$ cat config.mk
export PLATFORM = sky130hd
export DESIGN_NAME = bfpm_csr
export DESIGN_NICKNAME = d
export VERILOG_FILES = /design/src/rtl/bfpm_pkg.sv /design/src/rtl/bfpm_csr.sv
export SDC_FILE = /design/constraint.sdc
export NUM_CORES = 1
export LEC_CHECK = 0
export CORE_MARGIN = 5
export CORE_UTILIZATION = 60
export CTS_CLUSTER_SIZE = 12
export DETAILED_ROUTE_END_ITERATION = 12
export DONT_BUFFER_PORTS = 1
export HOLD_SLACK_MARGIN = 0.08
export PLACE_DENSITY_LB_ADDON = 0.12
export SKIP_CTS_REPAIR_TIMING = 1
export SLEW_MARGIN = 15
export SYNTH_ARGS = -nofsm -noshare
export SYNTH_HDL_FRONTEND = slang
export SYNTH_SLANG_ARGS = --single-unit
$ cat constraint.sdc
create_clock -name clock -period 1.2 [get_ports clock]
set_clock_uncertainty 0.2 [all_clocks]
set_input_delay 0.12 -clock clock [delete_from_list [all_inputs] [get_ports clock]]
set_output_delay 0.12 -clock clock [all_outputs]
set_load 0.02 [all_outputs]
$ cat src/rtl/bfpm_pkg.sv
// ----------------------------------------------------------------------------
// bfpm_pkg
// Shared types, constants and helpers of the Bloom filter probe engine.
// ----------------------------------------------------------------------------
package bfpm_pkg;

   // Filter store geometry
   localparam int FILTER_BYTES = 1048576;
   localparam int ADDR_W       = $clog2(FILTER_BYTES);
   localparam int MAX_PROBES   = 32;

   // Field and register widths
   localparam int HASH_W       = 32;
   localparam int KEY_WORDS    = 5;
   localparam int WORD_SEL_W   = 3;
   localparam int BYTE_ADDR_W  = 20;
   localparam int BYTE_VAL_W   = 8;
   localparam int NB_W         = 24;
   localparam int PC_W         = 6;
   localparam int CNT_W        = 6;
   localparam int REQ_FIELD_W  = BYTE_ADDR_W + BYTE_VAL_W + KEY_WORDS * HASH_W;
   localparam int REQ_DATA_W   = ((REQ_FIELD_W + 7) / 8) * 8;
   localparam int RSP_DATA_W   = 8;
   localparam int CSR_INDEX_W  = 1;
   localparam int CSR_DATA_W   = 24;

   // Field offsets inside req_tdata
   localparam int OFS_ADDR     = 0;
   localparam int OFS_VALUE    = OFS_ADDR + BYTE_ADDR_W;
   localparam int OFS_KEY      = OFS_VALUE + BYTE_VAL_W;

   // MurmurHash3 x86_32 constants
   localparam logic [HASH_W-1:0] MM_C1    = 32'hcc9e2d51;
   localparam logic [HASH_W-1:0] MM_C2    = 32'h1b873593;
   localparam logic [HASH_W-1:0] MM_ADD   = 32'he6546b64;
   localparam logic [HASH_W-1:0] MM_F1    = 32'h85ebca6b;
   localparam logic [HASH_W-1:0] MM_F2    = 32'hc2b2ae35;
   localparam logic [HASH_W-1:0] SEED_A   = 32'd42;
   localparam logic [HASH_W-1:0] SEED_MIX = 32'h5f3759df;
   localparam logic [HASH_W-1:0] KEY_LEN  = 32'd20;

   // Register reset values
   localparam logic [NB_W-1:0] NB_RESET = 24'd8388608;
   localparam logic [PC_W-1:0] PC_RESET = 6'd1;

   // Item kinds carried on req_tuser
   localparam logic OP_WRITE = 1'b0;
   localparam logic OP_PROBE = 1'b1;

   // Configuration register indexes
   localparam logic [CSR_INDEX_W-1:0] REG_BIT_COUNT   = 1'b0;
   localparam logic [CSR_INDEX_W-1:0] REG_PROBE_COUNT = 1'b1;

   // Hash selectors
   localparam logic SEL_HASH_A = 1'b0;
   localparam logic SEL_HASH_B = 1'b1;

   typedef struct packed {
      logic [NB_W-1:0] bit_count;
      logic [PC_W-1:0] probe_count;
   } cfg_type;

   typedef enum logic [3:0] {
      DP_NOP,
      DP_CAPTURE,
      DP_MEM_WRITE,
      DP_HASH_INIT,
      DP_KMUL1,
      DP_KMUL2,
      DP_HMIX,
      DP_FIN1,
      DP_FIN2,
      DP_FIN3,
      DP_DIV_LOAD,
      DP_DIV_STEP,
      DP_SAVE_RUN,
      DP_SAVE_STEP,
      DP_MEM_READ,
      DP_ADVANCE
   } dp_op_type;

   typedef struct packed {
      dp_op_type             op;
      logic [WORD_SEL_W-1:0] word_sel;
      logic                  hash_sel;
   } dp_cmd_type;

   typedef struct packed {
      logic bit_set;
   } dp_status_type;

   typedef enum logic [3:0] {
      ST_IDLE,
      ST_WRITE,
      ST_H_INIT,
      ST_K1,
      ST_K2,
      ST_HMIX,
      ST_F1,
      ST_F2,
      ST_F3,
      ST_D_LOAD,
      ST_D_STEP,
      ST_D_SAVE,
      ST_RD,
      ST_TEST,
      ST_DONE
   } ctrl_state_type;

   function automatic logic [HASH_W-1:0] rotl32(input logic [HASH_W-1:0] x,
                                                 input int unsigned r);
      rotl32 = (x << r) | (x >> (HASH_W - r));
   endfunction

endpackage

$ cat src/rtl/bfpm_csr.sv
// ----------------------------------------------------------------------------
// bfpm_csr
// Configuration registers: filter bit count and probes per key.
// ----------------------------------------------------------------------------
module bfpm_csr (
   input  logic                             clock,
   input  logic                             reset,
   input  logic                             csr_valid,
   output logic                             csr_ready,
   input  logic [bfpm_pkg::CSR_INDEX_W-1:0] csr_index,
   input  logic [bfpm_pkg::CSR_DATA_W-1:0]  csr_data,
   output bfpm_pkg::cfg_type                cfg
);
   import bfpm_pkg::*;

   logic [NB_W-1:0] bit_count_ff;
   logic [PC_W-1:0] probe_count_ff;

   // always take a write transaction
   assign csr_ready = 1'b1;

   // update the addressed register
   always_ff @(posedge clock) begin
      if (reset) begin
         bit_count_ff   <= NB_RESET;
         probe_count_ff <= PC_RESET;
      end else if (csr_valid) begin
         unique case (csr_index)
            REG_BIT_COUNT:   bit_count_ff   <= csr_data[NB_W-1:0];
            REG_PROBE_COUNT: probe_count_ff <= csr_data[PC_W-1:0];
            default: ;
         endcase
      end
   end

   assign cfg.bit_count   = bit_count_ff;
   assign cfg.probe_count = probe_count_ff;

endmodule

==> impl_metrics.ini <==
[clock_network]
cts_tree = yes
cts.path.max_buffers = 2
htreeDepth = 2
clk_pin_slew_ns = 0.09
cts_root_buf = clkbuf_4
insertion_delay_ns = 0.31
cts_buffers = 5
cts_sinks = 30

[worst_setup_path]
path_max_fanout = 2
cpMaxStageDelayCell = dfxtp_1
critPathCaptureType = output port
timing.rr.start = bit_count_ff[2]
rrSetupSlack_ns = 0.23
crit_path_cell_trace = buf_4
path_delay_family = flip-flops
startpoint_type = flip-flop
crit_arrival_ns = 0.81
worstRegToRegCells = 2
timing_worst_setup_path_type = flip-flop to output port
critPathLaunch = probe_count_ff[4]
required_ns = 0.88
worst_r2r_endpoint = bit_count_ff[2]
slowest_delay_ns = 0.35
crit_buf_inv = 1

[yosys]
synth_top_cell_by_area = dfxtp_1
syn_area_per_cell_um2 = 10.26
synth_top_cells_by_area = dfxtp_1 45%, nand2b_1 15%, nand4bb_1 15%
synth.distinct_cells = 16
syn_nets = 158
ys_warn_count = 0
synth-seq-area-share = 0.4503
synth_top_area_share = 0.4503
syn_inst = 130
synth-seq-cells = 30
syn_area_um2 = 1334

[power]
power.leakage_nw = 0.5961
vdd_drop_max_v = 0.0009655
powerDensity_nw_per_um2 = 1235

[worst_hold_path]
holdPathEnd = probe_count_ff[0]
min_path_cells = 1
min_path_type = input port to flip-flop
min_from = reset

[final_layout]
nets = 176
fillCellCount = 162
fin_cells = 177
diodes = 0
layout-drive-gt1-share = 0.1074
area_delta_synth_final_pct = 18.01

[sta]
period_needed_ns = 1.126
timing.fmax_mhz = 887.8
setup-tns-final_ns = 0
fin_crit_sh = 0.9387
rsz0062_at_grt = no
slew_viol_final = 0
hold_viol = 30
whs_ns = -0.2775
worst_slack_ns = 0.07362
setup_violations = 0

[die]
row_count = 17
ios = 59
die_h_um = 57.15
die-area_um2 = 3266
die_w_um = 57.15
fp.coreArea_um2 = 2170
start_util = 0.6148

[outcome]
violations = hold timing
status = finished, violations left

[place]
globalplace.congestion = 0.7653
dp_cells = 152
port_buffers = 0
dpl.hpwl_um = 1919
dpl_worst_slack_ns = 0.2327

[drt]
drt_pre_antenna_iters = 4
viasPerCell = 5.537
final_antenna_net_count = 0
dr.first_iter.drc_count = 39
drcViolationCount = 0
routed_wl_um = 2945
routedWlPerCell_um = 16.64
num_vias = 980

[grt]
antenna_found_initial = 0
grtUsageTotal = 0.1742
grt_max_degree = 55
grt_pass1_vias = 953
gr-total-overflow = 0
grt_first_pass_wirelength_um = 4429

[job]
maxCapViolations = 0
-- metrics by stage --
stage	utilization	total power [mW]	instance area [um^2]	hold WS [ns]
after floorplan	-	1.308	1334	0.08604
after global placement	0.6194	1.301	1344	0.02053
after detailed placement	0.6194	1.308	1344	0.03286
after CTS	0.6471	1.916	1404	-0.2988
after global routing	0.7255	2.035	1574	-0.3004
final	0.7255	1.943	1574	-0.2775
-- power by group --
part / internal [mW] / switching (mW)
logic: 0.126 / 0.0723
registers: 1.05 / 0.0849
clock network: 0.284 / 0.330
-- cells by family (layout without fill, tap and decap cells) --
kind of cell / after synthesis / after routing / synth area share
buf+inv: 13 / 32 / 0.06003
simple gates: 56 / 56 / 0.3302
flops: 30 / 30 / 0.4503
compound gates: 19 / 19 / 0.07411
mux: 11 / 11 / 0.08255
other cells: 1 / 1 / 0.002812
-- per-layer routing --
layer  part of all wire  GRT usage  vias up  wire length (um)
met5                  0          0        -                 0
met4              0.012    0.05960        0                36
met3               0.10    0.09955        5               301
met2               0.48     0.2773       41              1418
met1               0.40     0.1956      452              1189
li1                   -          -      482                 -
-- cell type report --
cell class	instances	area (um^2)	area share
multi-input combinational	87	655.6	0.4165
sequential	30	600.6	0.3816
timing repair buffer	24	222.7	0.1415
clock buffer	7	55.05	0.03498
tap	28	35.03	0.02226
clock inverter	1	5.005	0.003180
-- placed cells by master (no fill, tap or decap) --
cell and instances:
buf_4 7, clkbuf_1 1, a211o_1 1, conb_1 1
mux2i_1 11, nand2_4 1, dfxtp_1 30, clkbuf_4 5
nor2b_2 1, clkinv_2 1, dlygate4sd3_1 17, nor2_1 2
and3_1 1, nand4bb_1 18, clkbuf_8 1, nand2b_1 33
o21ai_1 18
-- cell usage after synthesis --
master,number
mux2i_1,11
nand2_4,1
and3_1,1
a211o_1,1
clkbuf_1,4
conb_1,1
nor2b_1,1
clkbuf_4,1
nand2b_1,33
o21ai_1,18
buf_2,4
nand4bb_1,18
dfxtp_1,30
nor2_1,2
buf_6,2
buf_4,2
-- state kept, by name (all words and copies together) (netlist names) --
signal / cells
bit_count_ff: 24
probe_count_ff: 6
-- worst max-delay path by stage --
stage | to | slack (ns) | depth (start not counted)
after global placement | probe_count_ff[0] | 0.25 | 1
after CTS | cfg[6] | 0.06 | 1
after global routing | cfg[5] | 0.02 | 1
final | cfg[4] | 0.07 | 1
after floorplan | probe_count_ff[0] | 0.20 | 3
after detailed placement | probe_count_ff[0] | 0.23 | 1
(Power assumes the default switching activity.)
