File: config.mk
export PLATFORM = sky130hd
export DESIGN_NAME = bfpm_ctrl
export DESIGN_NICKNAME = d
export VERILOG_FILES = /design/src/rtl/bfpm_pkg.sv /design/src/rtl/bfpm_ctrl.sv
export SDC_FILE = /design/constraint.sdc
export NUM_CORES = 1
export LEC_CHECK = 0
export BUFFER_PORTS_ARGS = -buffer_cell sky130_fd_sc_hd__buf_2
export CAP_MARGIN = 20
export CORE_ASPECT_RATIO = 0.7
export CORE_MARGIN = 2
export CORE_UTILIZATION = 54
export CTS_CLUSTER_DIAMETER = 50
export DETAILED_ROUTE_END_ITERATION = 12
export PLACE_DENSITY_LB_ADDON = 0.15
export SLEW_MARGIN = 20
export SYNTH_ARGS = -nofsm -noshare
export SYNTH_HDL_FRONTEND = slang
export SYNTH_SLANG_ARGS = --single-unit
File: constraint.sdc
create_clock -name clock -period 5 [get_ports clock]
set_input_delay 0.5 -clock clock [delete_from_list [all_inputs] [get_ports clock]]
set_output_delay 0.5 -clock clock [all_outputs]
set_load 0.005 [all_outputs]
File: src/rtl/bfpm_pkg.sv
// ----------------------------------------------------------------------------
// bfpm_pkg
// Shared types, constants and helpers of the Bloom filter probe engine.
// ----------------------------------------------------------------------------
package bfpm_pkg;

   // Filter store geometry
   localparam int FILTER_BYTES = 1048576;
   localparam int ADDR_W       = $clog2(FILTER_BYTES);
   localparam int MAX_PROBES   = 32;

   // Field and register widths
   localparam int HASH_W       = 32;
   localparam int KEY_WORDS    = 5;
   localparam int WORD_SEL_W   = 3;
   localparam int BYTE_ADDR_W  = 20;
   localparam int BYTE_VAL_W   = 8;
   localparam int NB_W         = 24;
   localparam int PC_W         = 6;
   localparam int CNT_W        = 6;
   localparam int REQ_FIELD_W  = BYTE_ADDR_W + BYTE_VAL_W + KEY_WORDS * HASH_W;
   localparam int REQ_DATA_W   = ((REQ_FIELD_W + 7) / 8) * 8;
   localparam int RSP_DATA_W   = 8;
   localparam int CSR_INDEX_W  = 1;
   localparam int CSR_DATA_W   = 24;

   // Field offsets inside req_tdata
   localparam int OFS_ADDR     = 0;
   localparam int OFS_VALUE    = OFS_ADDR + BYTE_ADDR_W;
   localparam int OFS_KEY      = OFS_VALUE + BYTE_VAL_W;

   // MurmurHash3 x86_32 constants
   localparam logic [HASH_W-1:0] MM_C1    = 32'hcc9e2d51;
   localparam logic [HASH_W-1:0] MM_C2    = 32'h1b873593;
   localparam logic [HASH_W-1:0] MM_ADD   = 32'he6546b64;
   localparam logic [HASH_W-1:0] MM_F1    = 32'h85ebca6b;
   localparam logic [HASH_W-1:0] MM_F2    = 32'hc2b2ae35;
   localparam logic [HASH_W-1:0] SEED_A   = 32'd42;
   localparam logic [HASH_W-1:0] SEED_MIX = 32'h5f3759df;
   localparam logic [HASH_W-1:0] KEY_LEN  = 32'd20;

   // Register reset values
   localparam logic [NB_W-1:0] NB_RESET = 24'd8388608;
   localparam logic [PC_W-1:0] PC_RESET = 6'd1;

   // Item kinds carried on req_tuser
   localparam logic OP_WRITE = 1'b0;
   localparam logic OP_PROBE = 1'b1;

   // Configuration register indexes
   localparam logic [CSR_INDEX_W-1:0] REG_BIT_COUNT   = 1'b0;
   localparam logic [CSR_INDEX_W-1:0] REG_PROBE_COUNT = 1'b1;

   // Hash selectors
   localparam logic SEL_HASH_A = 1'b0;
   localparam logic SEL_HASH_B = 1'b1;

   typedef struct packed {
      logic [NB_W-1:0] bit_count;
      logic [PC_W-1:0] probe_count;
   } cfg_type;

   typedef enum logic [3:0] {
      DP_NOP,
      DP_CAPTURE,
      DP_MEM_WRITE,
      DP_HASH_INIT,
      DP_KMUL1,
      DP_KMUL2,
      DP_HMIX,
      DP_FIN1,
      DP_FIN2,
      DP_FIN3,
      DP_DIV_LOAD,
      DP_DIV_STEP,
      DP_SAVE_RUN,
      DP_SAVE_STEP,
      DP_MEM_READ,
      DP_ADVANCE
   } dp_op_type;

   typedef struct packed {
      dp_op_type             op;
      logic [WORD_SEL_W-1:0] word_sel;
      logic                  hash_sel;
   } dp_cmd_type;

   typedef struct packed {
      logic bit_set;
   } dp_status_type;

   typedef enum logic [3:0] {
      ST_IDLE,
      ST_WRITE,
      ST_H_INIT,
      ST_K1,
      ST_K2,
      ST_HMIX,
      ST_F1,
      ST_F2,
      ST_F3,
      ST_D_LOAD,
      ST_D_STEP,
      ST_D_SAVE,
      ST_RD,
      ST_TEST,
      ST_DONE
   } ctrl_state_type;

   function automatic logic [HASH_W-1:0] rotl32(input logic [HASH_W-1:0] x,
                                                 input int unsigned r);
      rotl32 = (x << r) | (x >> (HASH_W - r));
   endfunction

endpackage

File: src/rtl/bfpm_ctrl.sv
// ----------------------------------------------------------------------------
// bfpm_ctrl
// Controller: sequences capture, both hashes, the two remainders and the
// bit tests of a probe, and holds the result register.
// ----------------------------------------------------------------------------
module bfpm_ctrl (
   input  logic                     clock,
   input  logic                     reset,
   input  logic                     req_tvalid,
   output logic                     req_tready,
   input  logic                     req_op,
   input  bfpm_pkg::cfg_type        cfg,
   input  logic                     rsp_tready,
   output logic                     rsp_tvalid,
   output logic                     rsp_present,
   output bfpm_pkg::dp_cmd_type     cmd,
   input  bfpm_pkg::dp_status_type  status
);
   import bfpm_pkg::*;

   ctrl_state_type        state_ff, state_in;
   logic [WORD_SEL_W-1:0] word_ff, word_in;
   logic                  sel_ff, sel_in;
   logic [CNT_W-1:0]      cnt_ff, cnt_in;
   logic                  result_ff, result_in;
   logic                  rsp_valid_ff, rsp_valid_in;
   logic                  present_ff, present_in;
   logic [PC_W-1:0]       probes;
   logic                  rsp_free;

   // clamp probes per key
   assign probes   = (cfg.probe_count > PC_W'(MAX_PROBES)) ? PC_W'(MAX_PROBES)
                                                           : cfg.probe_count;
   assign rsp_free = !rsp_valid_ff || rsp_tready;

   // state and control registers
   always_ff @(posedge clock) begin
      if (reset) begin
         state_ff     <= ST_IDLE;
         word_ff      <= '0;
         sel_ff       <= SEL_HASH_A;
         cnt_ff       <= '0;
         result_ff    <= 1'b0;
         rsp_valid_ff <= 1'b0;
      end else begin
         state_ff     <= state_in;
         word_ff      <= word_in;
         sel_ff       <= sel_in;
         cnt_ff       <= cnt_in;
         result_ff    <= result_in;
         rsp_valid_ff <= rsp_valid_in;
      end
   end

   always_ff @(posedge clock) begin
      present_ff <= present_in;
   end

   // next state and datapath commands
   always_comb begin
      state_in     = state_ff;
      word_in      = word_ff;
      sel_in       = sel_ff;
      cnt_in       = cnt_ff;
      result_in    = result_ff;
      present_in   = present_ff;
      rsp_valid_in = rsp_valid_ff && !rsp_tready;
      req_tready   = 1'b0;
      cmd.op       = DP_NOP;
      cmd.word_sel = word_ff;
      cmd.hash_sel = sel_ff;
      unique case (state_ff)
         ST_IDLE: begin
            req_tready = 1'b1;
            if (req_tvalid) begin
               cmd.op  = DP_CAPTURE;
               sel_in  = SEL_HASH_A;
               word_in = '0;
               state_in = (req_op == OP_PROBE) ? ST_H_INIT : ST_WRITE;
            end
         end
         ST_WRITE: begin
            cmd.op   = DP_MEM_WRITE;
            state_in = ST_IDLE;
         end
         ST_H_INIT: begin
            cmd.op   = DP_HASH_INIT;
            word_in  = '0;
            state_in = ST_K1;
         end
         ST_K1: begin
            cmd.op   = DP_KMUL1;
            state_in = ST_K2;
         end
         ST_K2: begin
            cmd.op   = DP_KMUL2;
            state_in = ST_HMIX;
         end
         ST_HMIX: begin
            cmd.op = DP_HMIX;
            if (word_ff == WORD_SEL_W'(KEY_WORDS - 1)) begin
               state_in = ST_F1;
            end else begin
               word_in  = word_ff + 1'b1;
               state_in = ST_K1;
            end
         end
         ST_F1: begin
            cmd.op   = DP_FIN1;
            state_in = ST_F2;
         end
         ST_F2: begin
            cmd.op   = DP_FIN2;
            state_in = ST_F3;
         end
         ST_F3: begin
            cmd.op = DP_FIN3;
            if (sel_ff == SEL_HASH_A) begin
               sel_in   = SEL_HASH_B;
               state_in = ST_H_INIT;
            end else if (probes == '0) begin
               result_in = 1'b1;
               state_in  = ST_DONE;
            end else if (cfg.bit_count == '0) begin
               result_in = 1'b0;
               state_in  = ST_DONE;
            end else begin
               sel_in   = SEL_HASH_A;
               state_in = ST_D_LOAD;
            end
         end
         ST_D_LOAD: begin
            cmd.op   = DP_DIV_LOAD;
            cnt_in   = '0;
            state_in = ST_D_STEP;
         end
         ST_D_STEP: begin
            cmd.op = DP_DIV_STEP;
            cnt_in = cnt_ff + 1'b1;
            if (cnt_ff == CNT_W'(HASH_W - 1)) begin
               state_in = ST_D_SAVE;
            end
         end
         ST_D_SAVE: begin
            cmd.op = (sel_ff == SEL_HASH_A) ? DP_SAVE_RUN : DP_SAVE_STEP;
            if (sel_ff == SEL_HASH_A) begin
               sel_in   = SEL_HASH_B;
               state_in = ST_D_LOAD;
            end else begin
               cnt_in   = '0;
               state_in = ST_RD;
            end
         end
         ST_RD: begin
            cmd.op   = DP_MEM_READ;
            state_in = ST_TEST;
         end
         ST_TEST: begin
            if (!status.bit_set) begin
               result_in = 1'b0;
               state_in  = ST_DONE;
            end else begin
               cmd.op = DP_ADVANCE;
               cnt_in = cnt_ff + 1'b1;
               if (cnt_ff + 1'b1 == probes) begin
                  result_in = 1'b1;
                  state_in  = ST_DONE;
               end else begin
                  state_in = ST_RD;
               end
            end
         end
         ST_DONE: begin
            // hold until the result register is free
            if (rsp_free) begin
               rsp_valid_in = 1'b1;
               present_in   = result_ff;
               state_in     = ST_IDLE;
            end
         end
         default: state_in = ST_IDLE;
      endcase
   end

   assign rsp_tvalid  = rsp_valid_ff;
   assign rsp_present = present_ff;

endmodule

==> flow_summary.toml <==
[critical_path]
cp-endpoint = "cmd[7]"
worst-endpoint-required_ps = 4500
critical_path_peak_fanout = 21
r2r-end = "cnt_ff[5]"
setup.reg_to_reg.worst_slack_ps = 2700
setup.worst_path.start_class = "flip-flop"
worst_ep_arrival_time_ps = 1960
r2r.worst_path.cells = 6
reg2reg_from = "state_ff[0]"
critical_path_end_type = "output port"
critical_path_class = "reg -> out"
crit_path_start = "state_ff[2]"

[floorplan]
placement_rows = 15
i_o_pins = 47
core_um2 = 2500
die_w_um = 65.7
initial_utilization_pct = 57.6
die_area_um2 = 3100
chipHeight_um = 47.2

[grt]
global_route.usage.total_pct = 27.6
grt_pass1_wl_mm = 6.49
antenna_found_initial = 0
maximum_number_of_pins_on_one_net_before_global_route_repair = 26
grt.overflow.total = 0
first_global_vias = 1421

[synthesis]
synth_sequential_area_ratio_pct = 24.4
synthesis.yosys.warnings = 0
yosys.area.top_type_share_pct = 22.3
syn_area_um2 = 1440
synthTopCellsByArea = "dfxtp_1 (22%), nand2_1 (5.7%), nor2_1 (5.0%)"
mapped_cells = 194
synthesis.nets = 233
ys_seq_elements = 17
netlist-cell-type-count = 54
synth_largest_area_cell = "dfxtp_1"
syn_avg_cell_area_um2 = 7.41
dominantRegCellSynth = "dfxtp_1"
synth_edf_count = 1
asyncSetResetFlopFracSynth_pct = 0

[power]
static-leakage-power_nw = 0.677
power_density_nw_per_um2 = 250
vdd_drop_max_uv = 154

[place]
io_buffers = 46
worst_setup_timing_slack_at_the_placement_stage_ps = 2840
place_congestion = 0.875
place_hpwl_mm = 3.02

[clock_network]
clock-root-buffer = "clkbuf_8"
cts_tree = "built"
post_cts_gate_resize_count = 0
cts.sink_count = 17
clkTransAtPathRegs_ps = 70
cts_htree_levels = 1
cts.path.max_buffers = 2
worst_skew_pair.late_latency_ps = 250
cts.repair_timing.setup_buffer_count = 0
numCtsBuffers = 3
cts_hold_repair.buffers = 0

[drt]
drt_wl_total_mm = 3.94
drt-pass1-iter-count = 6
drt-vias-per-instance = 6.19
initialDrtViolationCount = 258
ant_nets = 0
wire_per_inst_um = 14.8
remaining_routing_drc_violations = 0
detailroute.via_count = 1646

[flow_run]
drv_cap = 0

[timing]
max_freq_mhz = 407
final_max_slew_viol_count = 0
final.setup_skew_ps = 3.76
timing.slew.headroom_pct = 49.5
rsz0062_at_grt = "false"
setup-violations-final = 0
post-route-worst-setup-slack_ps = 2540
hold_violations = 0
setup-tns-final_ps = 0
final_period_minus_worst_setup_slack_ps = 2460
fin_crit_sh_pct = 49.2
worst_slew_pin_slew_ps = 757

[final_layout]
drive_gt1_share_pct = 23.3
layout.nets = 272
diodes = 0
filler_cell_count = 211
layout-area-overhead-vs-synth_pct = 18.1

[outcome]
outcome = "finished, final reports clean"

[worst_hold_path]
timing.hold.worst.class = "reg -> reg"
## cells in the final DEF (no fill, tap or decap), types with 2 or more instances in the layout
cell type,netlist,final
xnor2_1,3,3
o2111ai_1,2,2
o211ai_1,2,2
nand2_1,22,22
nor3_1,6,6
o21a_1,5,5
a22oi_1,2,2
o22ai_1,2,2
nand3_1,5,5
nor2_1,19,19
clkbuf_8,0,3
buf_2,1,46
mux2i_1,3,3
ha_1,3,3
and3_1,2,2
a21oi_1,12,12
nand3b_1,2,2
nor2b_1,3,3
nor4_1,8,8
a211oi_1,2,2
xor2_1,4,4
or3_1,2,2
nor3b_1,3,3
a31oi_1,2,2
inv_1,8,8
dfxtp_1,16,16
o21ai_0,14,14
nand2b_1,5,5
## synth_stat cells, types with 2 or more instances
cell type	n
nand2_1	22
o21ai_0	14
o2111ai_1	2
xnor2_1	3
inv_1	8
nor3_1	6
nor2b_1	3
dfxtp_1	16
a31oi_1	2
clkbuf_1	8
buf_4	3
o21a_1	5
a21oi_1	12
and3_1	2
nand2b_1	5
o22ai_1	2
mux2i_1	3
nor4_1	8
a211oi_1	2
nand3_1	5
ha_1	3
or3_1	2
nor3b_1	3
xor2_1	4
o211ai_1	2
nor2_1	19
a22oi_1	2
nand3b_1	2
## worst min path at each step
| stage | from | end | slack (ps) | cells after the start |
|---|---|---|---|---|
| 2_1_floorplan | result_ff | rsp_present | 410 | 0 |
| 3_3_place_gp | result_ff | rsp_present | 450 | 0 |
| 3_5_place_dp | result_ff | rsp_present | 440 | 0 |
| 4_1_cts | result_ff | rsp_present | 470 | 0 |
| 5_1_grt | result_ff | rsp_present | 480 | 0 |
| 6_report | result_ff | rsp_present | 470 | 0 |
## critical path, stage by stage (launching register included)
cell and delay (ps):
dfxtp_1 730, inv_1 310, nor2_1 330, a32o_1 210
buf_2 110
## cell type report
type | instances | area [um2] | share of cell area, %
clock buffers | 4 | 45.0 | 2.65
inverters | 8 | 30.0 | 1.77
multi-input cells | 157 | 1000 | 58.9
flip-flops and latches | 17 | 350 | 20.6
well taps | 34 | 42.5 | 2.51
repair buffers | 46 | 230 | 13.6
## cells by family (layout without fill, tap and decap cells)
logic type	after synthesis	after routing	synth area share, %
AO/OA/AOI/OAI	60	60	29.7
XOR/XNOR	8	8	5.92
adder cells (fa/ha/maj)	3	3	2.61
buffers and inverters	20	58	6.09
flip-flops	17	17	24.4
multiplexers	3	3	2.09
AND/OR/NAND/NOR	83	83	29.2
## state kept, by name, indices dropped and copies added (netlist names)
| register | flops |
|---|---|
| sel_ff | 1 |
| state_ff | 4 |
| word_ff | 3 |
| result_ff | 1 |
| rsp_present | 1 |
| cnt_ff | 6 |
| rsp_tvalid | 1 |
## routing by layer
metal / track usage, % / wire [um] / vias to the layer above
met5: 0 / 0 / -
met4: 7.08 / 11 / 0
met3: 5.76 / 412 / 5
met2: 43.2 / 1730 / 96
met1: 39.4 / 1780 / 754
li1: - / - / 791
## metrics by stage
step / instance area (um2) / cells / hold slack [ps] / power (W) / util, %
after floorplan: 1440 / 194 / 408 / 0.000271 / -
after global placement: 1650 / 262 / 445 / 0.000313 / 66.2
after detailed placement: 1650 / 262 / 443 / 0.000320 / 66.2
after CTS: 1700 / 266 / 465 / 0.000424 / 68.0
after global routing: 1700 / 266 / 485 / 0.000447 / 68.0
final: 1700 / 266 / 471 / 0.000425 / 68.0
## power by group
group / switching [W] / total, W / internal, W
clock network: 0.0000476 / 0.000104 / 0.0000566
logic: 0.0000765 / 0.000143 / 0.0000667
registers: 0.0000331 / 0.000177 / 0.000144
Power figures use the tool's default switching activity.
